===== src/rtl/rcg_pkg.sv =====
// ----------------------------------------------------------------------------
// rcg_pkg
// Shared types and constants for the rail collapse trigger gate.
// ----------------------------------------------------------------------------
package rcg_pkg;

  localparam int unsigned RAIL_W   = 16;
  localparam int unsigned TIME_W   = 48;
  localparam int unsigned BUCKET_W = 3;
  localparam int unsigned CFG_W    = 32;
  localparam int unsigned CFG_IX_W = 2;

  // Configuration register indexes.
  typedef enum logic [CFG_IX_W-1:0] {
    CFG_ARM_LEVEL   = 2'd0,
    CFG_DROP_LIMIT  = 2'd1,
    CFG_MUTE_LENGTH = 2'd2
  } cfg_index_t;

  localparam logic [RAIL_W-1:0] ARM_LEVEL_RESET   = 16'd5000;
  localparam logic [RAIL_W-1:0] DROP_LIMIT_RESET  = 16'd500;
  localparam logic [CFG_W-1:0]  MUTE_LENGTH_RESET = 32'd30000000;

  typedef struct packed {
    logic [RAIL_W-1:0] arm_level_mv;
    logic [RAIL_W-1:0] drop_limit_mv;
    logic [CFG_W-1:0]  mute_length_us;
  } cfg_t;

  // One sample as held in the input stage; full marks that the ring had
  // filled once before this sample was stored.
  typedef struct packed {
    logic [RAIL_W-1:0]   rail_mv;
    logic [TIME_W-1:0]   time_us;
    logic                anomaly_seen;
    logic [BUCKET_W-1:0] load_bucket;
    logic                full;
  } sample_t;

  typedef struct packed {
    logic                shutdown_fire;
    logic                anomaly_fire;
    logic                change_fire;
    logic [BUCKET_W-1:0] prior_bucket;
    logic                muted_now;
  } result_t;

endpackage


===== src/rtl/rail_collapse_trigger_gate.sv =====
// ----------------------------------------------------------------------------
// rail_collapse_trigger_gate
// Bus rail collapse detector with a post-shutdown mute window that gates the
// anomaly and load-change triggers.
// ----------------------------------------------------------------------------
//
//   Channel  Signals                                          Direction
//   -------  -----------------------------------------------  ---------
//   in       in_valid/in_ready, rail_mv, time_us,             input
//            anomaly_seen, load_bucket
//   out      out_valid/out_ready, shutdown_fire,              output
//            anomaly_fire, change_fire, prior_bucket,
//            muted_now
//   cfg      cfg_we, cfg_index, cfg_data                      input
//
// One sample can be transferred on every cycle while out_ready is high. The
// transfer edge captures the sample and reads the oldest ring entry in
// parallel, and a later edge loads the decision into the result register
// once that register can take it.
// The rate is set by the single ring read port, which is used once per sample.
// Reset clears the ring pointer, fill count, detector state and handshakes,
// and loads the configuration defaults; the ring contents are not cleared.
// When out_ready is low, the result and input stages hold and in_ready drops
// once both are occupied.
//
module rail_collapse_trigger_gate
  import rcg_pkg::*;
#(
  parameter int unsigned WINDOW = 50
) (
  input  logic                clk,
  input  logic                rst,

  input  logic                cfg_we,
  input  logic [CFG_IX_W-1:0] cfg_index,
  input  logic [CFG_W-1:0]    cfg_data,

  input  logic                in_valid,
  output logic                in_ready,
  input  logic [RAIL_W-1:0]   rail_mv,
  input  logic [TIME_W-1:0]   time_us,
  input  logic                anomaly_seen,
  input  logic [BUCKET_W-1:0] load_bucket,

  output logic                out_valid,
  input  logic                out_ready,
  output logic                shutdown_fire,
  output logic                anomaly_fire,
  output logic                change_fire,
  output logic [BUCKET_W-1:0] prior_bucket,
  output logic                muted_now
);

  localparam int unsigned PTR_W  = $clog2(WINDOW);
  localparam int unsigned FILL_W = $clog2(WINDOW + 1);

  // Configuration registers.
  cfg_t cfg;

  always_ff @(posedge clk) begin
    if (rst) begin
      cfg.arm_level_mv   <= ARM_LEVEL_RESET;
      cfg.drop_limit_mv  <= DROP_LIMIT_RESET;
      cfg.mute_length_us <= MUTE_LENGTH_RESET;
    end else if (cfg_we) begin
      case (cfg_index)
        CFG_ARM_LEVEL:   cfg.arm_level_mv   <= cfg_data[RAIL_W-1:0];
        CFG_DROP_LIMIT:  cfg.drop_limit_mv  <= cfg_data[RAIL_W-1:0];
        CFG_MUTE_LENGTH: cfg.mute_length_us <= cfg_data;
        default: begin
        end
      endcase
    end
  end

  // Input stage. The ring write of the new sample and the read of the oldest
  // entry happen on the same transfer edge, at different addresses, so the
  // read data lines up with the sample held in this stage.
  logic              accept;
  logic              s1_valid;
  sample_t           s1_item;
  logic              item_ready;
  logic [PTR_W-1:0]  ptr;
  logic [PTR_W-1:0]  ptr_next;
  logic [FILL_W-1:0] fill;
  logic              ring_full;
  logic [RAIL_W-1:0] oldest;
  result_t           res;

  assign in_ready  = !s1_valid || item_ready;
  assign accept    = in_valid && in_ready;
  assign ring_full = (fill == FILL_W'(WINDOW));
  // The oldest entry is the one the following sample will overwrite.
  assign ptr_next  = (ptr == PTR_W'(WINDOW - 1)) ? '0 : ptr + PTR_W'(1);

  always_ff @(posedge clk) begin
    if (rst) begin
      s1_valid <= 1'b0;
      ptr      <= '0;
      fill     <= '0;
    end else begin
      if (accept) begin
        s1_valid <= 1'b1;
        ptr      <= ptr_next;
        if (!ring_full) begin
          fill <= fill + FILL_W'(1);
        end
      end else if (item_ready) begin
        s1_valid <= 1'b0;
      end
    end
  end

  always_ff @(posedge clk) begin
    if (accept) begin
      s1_item.rail_mv      <= rail_mv;
      s1_item.time_us      <= time_us;
      s1_item.anomaly_seen <= anomaly_seen;
      s1_item.load_bucket  <= load_bucket;
      s1_item.full         <= ring_full;
    end
  end

  rcg_ring #(
    .DEPTH  (WINDOW),
    .ADDR_W (PTR_W)
  ) u_ring (
    .clk   (clk),
    .we    (accept),
    .waddr (ptr),
    .wdata (rail_mv),
    .re    (accept),
    .raddr (ptr_next),
    .rdata (oldest)
  );

  rcg_gate u_gate (
    .clk        (clk),
    .rst        (rst),
    .cfg        (cfg),
    .item_valid (s1_valid),
    .item       (s1_item),
    .oldest     (oldest),
    .item_ready (item_ready),
    .res_valid  (out_valid),
    .res_ready  (out_ready),
    .res        (res)
  );

  assign shutdown_fire = res.shutdown_fire;
  assign anomaly_fire  = res.anomaly_fire;
  assign change_fire   = res.change_fire;
  assign prior_bucket  = res.prior_bucket;
  assign muted_now     = res.muted_now;

  a_ptr_in_range : assert property (@(posedge clk) disable iff (rst)
    ptr <= PTR_W'(WINDOW - 1) && fill <= FILL_W'(WINDOW))
    else $error("ring pointer or fill count out of range");

  a_stage_holds : assert property (@(posedge clk) disable iff (rst)
    s1_valid && !item_ready |=> s1_valid && $stable(s1_item) && $stable(oldest))
    else $error("input stage changed while stalled");

  a_fill_only_on_transfer : assert property (@(posedge clk) disable iff (rst)
    !accept |=> $stable(fill) && $stable(ptr))
    else $error("ring bookkeeping moved without a transfer");

endmodule


===== src/rtl/rcg_ring.sv =====
// ----------------------------------------------------------------------------
// rcg_ring
// Sample history memory: one write port and one registered read port.
// ----------------------------------------------------------------------------
module rcg_ring
  import rcg_pkg::*;
#(
  parameter int unsigned DEPTH  = 50,
  parameter int unsigned ADDR_W = 6
) (
  input  logic              clk,
  input  logic              we,
  input  logic [ADDR_W-1:0] waddr,
  input  logic [RAIL_W-1:0] wdata,
  input  logic              re,
  input  logic [ADDR_W-1:0] raddr,
  output logic [RAIL_W-1:0] rdata
);

  logic [RAIL_W-1:0] mem [DEPTH];

  always_ff @(posedge clk) begin
    if (we) begin
      mem[waddr] <= wdata;
    end
  end

  always_ff @(posedge clk) begin
    if (re) begin
      rdata <= mem[raddr];
    end
  end

endmodule


===== src/rtl/rcg_gate.sv =====
// ----------------------------------------------------------------------------
// rcg_gate
// Collapse decision, mute window and trigger gating, with the result register.
// ----------------------------------------------------------------------------
module rcg_gate
  import rcg_pkg::*;
(
  input  logic              clk,
  input  logic              rst,
  input  cfg_t              cfg,
  input  logic              item_valid,
  input  sample_t           item,
  input  logic [RAIL_W-1:0] oldest,
  output logic              item_ready,
  output logic              res_valid,
  input  logic              res_ready,
  output result_t           res
);

  logic                armed;
  logic [TIME_W-1:0]   mute_end;
  logic [BUCKET_W-1:0] last_bucket;
  logic                seen_first;

  logic                armed_next;
  logic [TIME_W-1:0]   mute_end_next;
  logic                advance;
  logic                armed_now;
  logic [RAIL_W-1:0]   drop;
  logic                fire;
  logic [TIME_W:0]     end_sum;
  logic [TIME_W-1:0]   end_sat;
  logic                muted;
  result_t             res_next;

  assign item_ready = !res_valid || res_ready;
  assign advance    = item_valid && item_ready;

  always_comb begin
    // Arming only counts once the ring holds a full window.
    armed_now = armed || (item.full && (item.rail_mv >= cfg.arm_level_mv));
    drop      = oldest - item.rail_mv;
    fire      = item.full && armed_now && (oldest > item.rail_mv) &&
                (drop > cfg.drop_limit_mv);

    end_sum = {1'b0, item.time_us} + (TIME_W+1)'(cfg.mute_length_us);
    end_sat = end_sum[TIME_W] ? {TIME_W{1'b1}} : end_sum[TIME_W-1:0];

    armed_next    = fire ? 1'b0 : armed_now;
    mute_end_next = fire ? end_sat : mute_end;
    muted         = item.time_us < mute_end_next;

    res_next.shutdown_fire = fire;
    res_next.anomaly_fire  = item.anomaly_seen && !muted;
    res_next.change_fire   = seen_first && (item.load_bucket != last_bucket) && !muted;
    res_next.prior_bucket  = last_bucket;
    res_next.muted_now     = muted;
  end

  always_ff @(posedge clk) begin
    if (rst) begin
      res_valid   <= 1'b0;
      armed       <= 1'b0;
      mute_end    <= '0;
      last_bucket <= '0;
      seen_first  <= 1'b0;
    end else if (advance) begin
      res_valid   <= 1'b1;
      armed       <= armed_next;
      mute_end    <= mute_end_next;
      last_bucket <= item.load_bucket;
      seen_first  <= 1'b1;
    end else if (res_ready) begin
      res_valid <= 1'b0;
    end
  end

  always_ff @(posedge clk) begin
    if (advance) begin
      res <= res_next;
    end
  end

  a_fire_disarms : assert property (@(posedge clk) disable iff (rst)
    advance && fire |=> !armed)
    else $error("detector still armed after a shutdown");

  a_no_fire_while_filling : assert property (@(posedge clk) disable iff (rst)
    advance && !item.full |=> !res.shutdown_fire)
    else $error("shutdown reported before the ring filled");

  a_first_no_change : assert property (@(posedge clk) disable iff (rst)
    advance && !seen_first |=> !res.change_fire && res.prior_bucket == '0)
    else $error("load change reported on the first sample");

endmodule

===== config.mk =====
export PLATFORM = sky130hd
export DESIGN_NAME = rail_collapse_trigger_gate
export DESIGN_NICKNAME = d
export VERILOG_FILES = /design/src/rtl/rcg_pkg.sv /design/src/rtl/rail_collapse_trigger_gate.sv /design/src/rtl/rcg_ring.sv /design/src/rtl/rcg_gate.sv
export SDC_FILE = /design/constraint.sdc
export NUM_CORES = 1
export LEC_CHECK = 0
export BUFFER_PORTS_ARGS = -buffer_cell sky130_fd_sc_hd__buf_2
export CAP_MARGIN = 25
export CORE_MARGIN = 4
export CORE_UTILIZATION = 50
export CTS_CLUSTER_SIZE = 10
export DETAILED_ROUTE_END_ITERATION = 6
export PLACE_DENSITY_LB_ADDON = 0.2
export SYNTH_ARGS = -nofsm -noshare
export SYNTH_HDL_FRONTEND = slang
export SYNTH_SLANG_ARGS = --single-unit
export TNS_END_PERCENT = 5

===== constraint.sdc =====
create_clock -name clk -period 17.4 [get_ports clk]
set_input_delay 3.48 -clock clk [delete_from_list [all_inputs] [get_ports clk]]
set_output_delay 3.48 -clock clk [all_outputs]
set_load 0.05 [all_outputs]

; ---- Word-level counts from Yosys, hierarchy flattened
; Memories as Yosys holds them, arrays and structs flattened. A register that Yosys moved wholly into a read port is not among the register bits.
; Index checks and enable logic that the tools add are counted.
[classes]
bitwise = 1
n_reduce_logical = 22
magnitude_cmp = 4
mux = 10
n_eq_ne = 5
addsub = 4
[ops]
columns = operator, n
row1 = $mux 48, 2
row2 = $add 48x32->49, 1
row3 = $lt 48x48->1, 1
row4 = $gt 16x16->1, 2
row5 = $ge 16x16->1, 1
row6 = $sub 16x16->16, 1
row7 = $add 6x1->6 const B, 2
row8 = $eq 6x6->1 const B, 2
row9 = $logic_and 1x1->1, 9
row10 = $reduce_and 2->1, 4
row11 = $mux 1, 7
row12 = $mux 6, 1
row13 = $reduce_bool 2->1, 2
row14 = $logic_not 1->1, 3
row15 = $logic_or 1x1->1, 3
row16 = $ne 3x3->1, 1
row17 = $eq 2x1->1 const B, 1
row18 = $eq 2x2->1 const B, 1
row19 = $logic_not 2->1, 1
row20 = $not 1->1, 1
[word_totals]
input_bits = 107
memories = 1
ramBits = 800
output_inout_bits = 9
reg_bits = 207
wordCells = 68
[mem_list]
columns = memory, depth, width, rd, rd_ports_with_merged_regs, wr, line_no
row1 = u_ring.mem, 50, 16, 1, 1, 1, rcg_ring.sv:20  ; logic [RAIL_W-1:0] mem [DEPTH];

; ---- Depth between registers and ports, before layout
[logic_depth]
depth_word = 10
mapped_depth = 34
depth_no_buf = 31

; ---- Modules after synthesis
; Synthesis repeated with hierarchy kept, for this count alone.
[hier_totals]
hier_cells = 3028
area_unflattened_um2 = 44273.7
[modules_own_cells]
columns = mod, instances, cells_per_inst, seq_area_each_um2, area_each_um2
row1 = rcg_ring, 1, 1650, 24503.5, 31854.3
row2 = rcg_gate, 1, 931, 1291.2, 7274.5
row3 = rail_collapse_trigger_gate, 1, 447, 3613.5, 5144.9

; ---- Worst setup path after synthesis
; No wires, ideal clock.
[synth_timing]
kind = input -> register
start = in out_ready
end = mem u_ring.mem[20][0], enable pin
required_ps = 17011
n_path_buf = 1
arrival_time_ps = 8202
cell_stages = 7
setup_time_ps = 389
setup_slack_ps = 8809
path_cell_list = nor2b_1 nand2_1 nand2_1 inv_1 clkbuf_1 nand3_1 nor2_1
[synth_via]
elab_chain_cells = 5
[synth_rtl]
columns = item, line_no
row1 = from (decl), rail_collapse_trigger_gate.sv:46  ; input logic out_ready,
row2 = $logic_or 1x1->1, rcg_gate.sv:36  ; assign item_ready = !res_valid || res_ready;
row3 = $logic_or 1x1->1, rail_collapse_trigger_gate.sv:90  ; assign in_ready = !s1_valid || item_ready;
row4 = net in_ready, rail_collapse_trigger_gate.sv:39  ; output logic in_ready,
row5 = $logic_and 1x1->1, rail_collapse_trigger_gate.sv:91  ; assign accept = in_valid && in_ready;
row6 = net accept, rail_collapse_trigger_gate.sv:79  ; logic accept;
row7 = $mux 1, rcg_ring.sv:23  ; if (we) begin
row8 = $mux 1 (not written as such), rcg_ring.sv:24  ; mem[waddr] <= wdata;
row9 = to (decl), rcg_ring.sv:20
; The timed path passes the listed nets, and every way through them passes these cells.

; ---- Worst setup path after layout
[layout_timing]
start = reg s1_item[53] (netlist bit)
end = reg u_gate.res[0] (netlist name)
[layout_via]
elab_chain_cells = 8
word_cells_on_any_way = 11
cone_classes = add/sub (1) / order compare (4) / mux (1) / reduce/logical (5)
[layout_rtl]
columns = item, line_no
row1 = from (decl), rail_collapse_trigger_gate.sv:81  ; sample_t s1_item;
row2 = "parallel branches: the longest is 5 deep, another holds $sub 16x16->16", -
row3 = $logic_and 1x1->1 (*), rcg_gate.sv:43  ; fire = item.full && armed_now && (oldest > item.rail_mv) &&
row4 = $mux 48 (*), rcg_gate.sv:50  ; mute_end_next = fire ? end_sat : mute_end;
row5 = $lt 48x48->1 (*), rcg_gate.sv:51  ; muted = item.time_us < mute_end_next;
row6 = net u_gate.muted, rcg_gate.sv:33  ; logic muted;
; Mark *: on every way through the listed nets, which the timed path passes.
; A chain may end at the register's enable or synchronous reset.

==> metrics.md <==
| Metric | Value |
|---|---|
| Fin Setup TNS | 0 ps |
| Syn_area_per_cell | between 10 and 15 µm² |
| Crit. End Element | flop |
| Final Skew | 53.8 ps |
| # hold bufs at CTS | 0 |
| Clock Sinks | 1,023 |
| Crit path arrival time | 8700 ps |
| Largest net degree at the start of global routing | 117 |
| P_int | 4.13 mW |
| Routed WL | roughly 110 mm |
| Multi-input gate area | 13,100 µm² |
| Initial cell density of the core | around 51% |
| Die Y | ~300 µm |
| #FFs+latches synth | 1,023 |
| Grt total ovfl | 0 |
| First-pass GRT wire length | about 160 mm |
| Count leader, synth | edfxtp_1 |
| Largest stage delay on the critical path | 670 ps |
| EDFF count, synth | 892 |
| Area grow syn2layout | 12.7% |
| Max IR drop VDD | 0.0991 mV |
| Final Net Count | approximately 3,500 |
| CP Launch Type | flop |
| Clock Pin Slew Worst Setup and Hold Paths | around 60 ps |
| Yosys cell types | 82 |
| DR iter-0 viols | 2,695 |
| Maximum fanout along the worst path | 34 |
| Tmin final | 8310 ps |
| GRT Total Usage | 23.1% |
| Max clock buf depth | 3 |
| Row cnt | 107 |
| WL per Instance | between 20 and 25 µm |
| H-tree depth | 3 |
| Sequential cell area | 29,400 µm² |
| Layout cells sized above 1 | 15.2% |
| RD Place Congestion | 0.895 |
| Buffers on Ports | 115 |
| Filler cells | 6,746 |
| Residual DRC | 0 |
| Sw Ratio | 23.7% |
| Mapped Nets | 3,324 |
| Crit path kind | reg -> reg |
| Vias in the first global route | 26,556 |
| Top FF cell, synth | edfxtp_1 |
| Post-route ant nets | 0 |
| Slew headroom | 31.9% |
| Critical Path RT | 17,790 ps |
| Psw | 1.29 mW |
| Area leader, netlist | edfxtp_1 |
| Number of top-level pins | 116 |
| Max cap viols | 0 |
| Routed via count | about 27,000 |
| Num CTS Buffers | about 110 |
| Share of the synthesized area in the top cell type | 61.6% |
| Seq/Total Area, Yosys | 67.7% |
| Ant diodes | 0 |
| Setup violations, final | 0 |
| Clock power share | roughly two fifths |
| Mapped cell area | ~43,000 µm² |
| Ranking of synthesized cells by area | edfxtp_1 (62%), dfxtp_1 (6.0%), mux4_2 (5.0%) |
| Cell Pwr Density | 110 nW/µm² |
| Routed vias/inst | 6.14 |
| Fin worst setup slack | slightly above 9000 ps |
| CTS tree | done |
| Later-pin clock latency in the skew report | 690 ps |
| Final Hold Fails | 0 |
| RSZ-0062 raised after global routing | no |
| Pleak | 16.4 nW |
| HP Class | reg -> reg |
| Post-CTS resize count | 0 |
| Max-slew violations | 0 |
| Tcrit/Tclk final | a little under half |
| Dpl ws | just over 9000 ps |
| Slew @ Worst Pin | 1020 ps |
| Die extent in x | 303 µm |
| Status | complete, no violations |
| Slowest-stage cell, CP | or4b_2 |
| CTS root buf | clkbuf_16 |
| Setup Buffers After CTS | 0 |
| Sequential power share | 50.4% |
| Core area | 85,700 µm² |
| Die area | 91,700 µm² |
| Gate power share | 10.0% |
| Router iterations before antenna repair | 6 |
| Max Fclk | 0.120 GHz |
| Dpl hpwl | 65.1 mm |
| Yosys warns | 0 |
| Synth top cells by count | edfxtp_1 (892), nand2_1 (331), a21oi_1 (176) |
| Initial antenna violation count | 1 |
| FFs w/ async S/R, synth | 0% |
| Cells after synthesis | 3,084 |
## stage by stage
step | cells | power, mW | area, µm² | utilization (%) | hold WS, ps
after global placement | 4212 | 3.30 | 45200 | 52.8 | 447
after CTS | 4386 | 5.45 | 48600 | 56.8 | 456
after global routing | 4404 | 5.61 | 49000 | 57.2 | 460
after detailed placement | 4221 | 3.31 | 45400 | 53.0 | 448
after floorplan | 3084 | 3.12 | 43500 | - | 434
final | 4404 | 5.41 | 49000 | 57.2 | 456
## layout by cell type, fill, tap and decap left out, types with 11 or more instances in the layout
cell and instances:
dfxtp_1 130, nand4_1 28, buf_2 114, nand2_1 331, a21oi_1 176, o31a_1 11
a311oi_2 11, o21a_1 12, ha_1 131, edfxtp_1 892, xnor2_1 31, buf_4 59
a21o_1 32, nor2b_1 11, nand3_1 38, a211oi_1 14, nand3b_1 28, or3_1 12
o21ai_0 102, mux4_2 96, a31oi_1 40, nor3_1 37, nor2_2 18, a211o_1 12
nor2_1 134, o31ai_1 19, a22oi_1 17, inv_1 80, clkbuf_1 38, xor2_1 23
o221ai_1 82, clkbuf_16 116, o22ai_1 165, a311oi_1 33, nand2b_1 13
## registers in the layout (all words and copies together), names as in the netlist
name	flops
u_gate.res	7
u_ring.mem	800
u_gate.armed	1
u_gate.mute_end	48
u_gate.seen_first	1
cfg	64
s1_item	69
u_gate.last_bucket	3
u_ring.rdata	16
fill	6
s1_valid	1
ptr	6
u_gate.res_valid	1
## logic make-up (layout without fill, tap and decap cells)
family,count (synthesis),in the layout,share of synthesized area (%)
XOR/XNOR,55,55,1.11
AND/OR/NAND/NOR,709,709,7.50
multiplexers,97,97,5.00
buffers and inverters,272,448,2.58
adder cells (fa/ha/maj),133,133,3.86
flip-flops,1023,1023,67.7
AO/OA/AOI/OAI,795,795,12.3
## path summary, 6_finish.rpt
kind                                            end  slack [ps]                start  depth (start not counted)
worst max-delay path                  u_gate.res[0]        9090          s1_item[53]                         28
worst min-delay path            u_gate.mute_end[32]         460  u_gate.mute_end[32]                          2
worst max register to register        u_gate.res[0]        9090          s1_item[53]                         28
worst min register to register  u_gate.mute_end[32]         460  u_gate.mute_end[32]                          2
## worst max-delay path: cells and delay by family (launching register included)
| family | cells | cell delay [ps] |
|---|---|---|
| xor+xnor | 1 | 140 |
| flops | 1 | 400 |
| fa+ha+maj | 4 | 1300 |
| compound gates | 7 | 1170 |
| simple gates | 14 | 3960 |
| buf+inv | 2 | 1010 |
## cell type report
cell class                      count  share of cell area, %
Clock buffer                      156                   6.25
Sequential cell                  1023                   60.0
Clock inverter                      9                  0.358
Multi-Input combinational cell   1789                   26.6
Inverter                           83                  0.641
Timing Repair Buffer              200                   3.15
Tap cell                         1144                   2.92
## per-layer routing
| layer | track usage (%) | vias to the layer above | wire length, µm |
|---|---|---|---|
| li1 | - | 12304 | - |
| met1 | 33.5 | 13581 | 46200 |
| met2 | 36.8 | 1012 | 50500 |
| met3 | 3.11 | 158 | 7090 |
| met4 | 6.88 | 2 | 3140 |
| met5 | 0 | - | 13 |
## power groups by stage
| stage | registers, mW | clock network [mW] | logic, mW |
|---|---|---|---|
| 2_1_floorplan | 2.77 | 0 | 0.349 |
| 3_3_place_gp | 2.78 | 0 | 0.521 |
| 3_5_place_dp | 2.78 | 0 | 0.531 |
| 4_1_cts | 2.73 | 2.18 | 0.534 |
| 5_1_grt | 2.73 | 2.28 | 0.593 |
| 6_report | 2.73 | 2.14 | 0.543 |
Note: power is estimated with default switching activity, not from simulation.
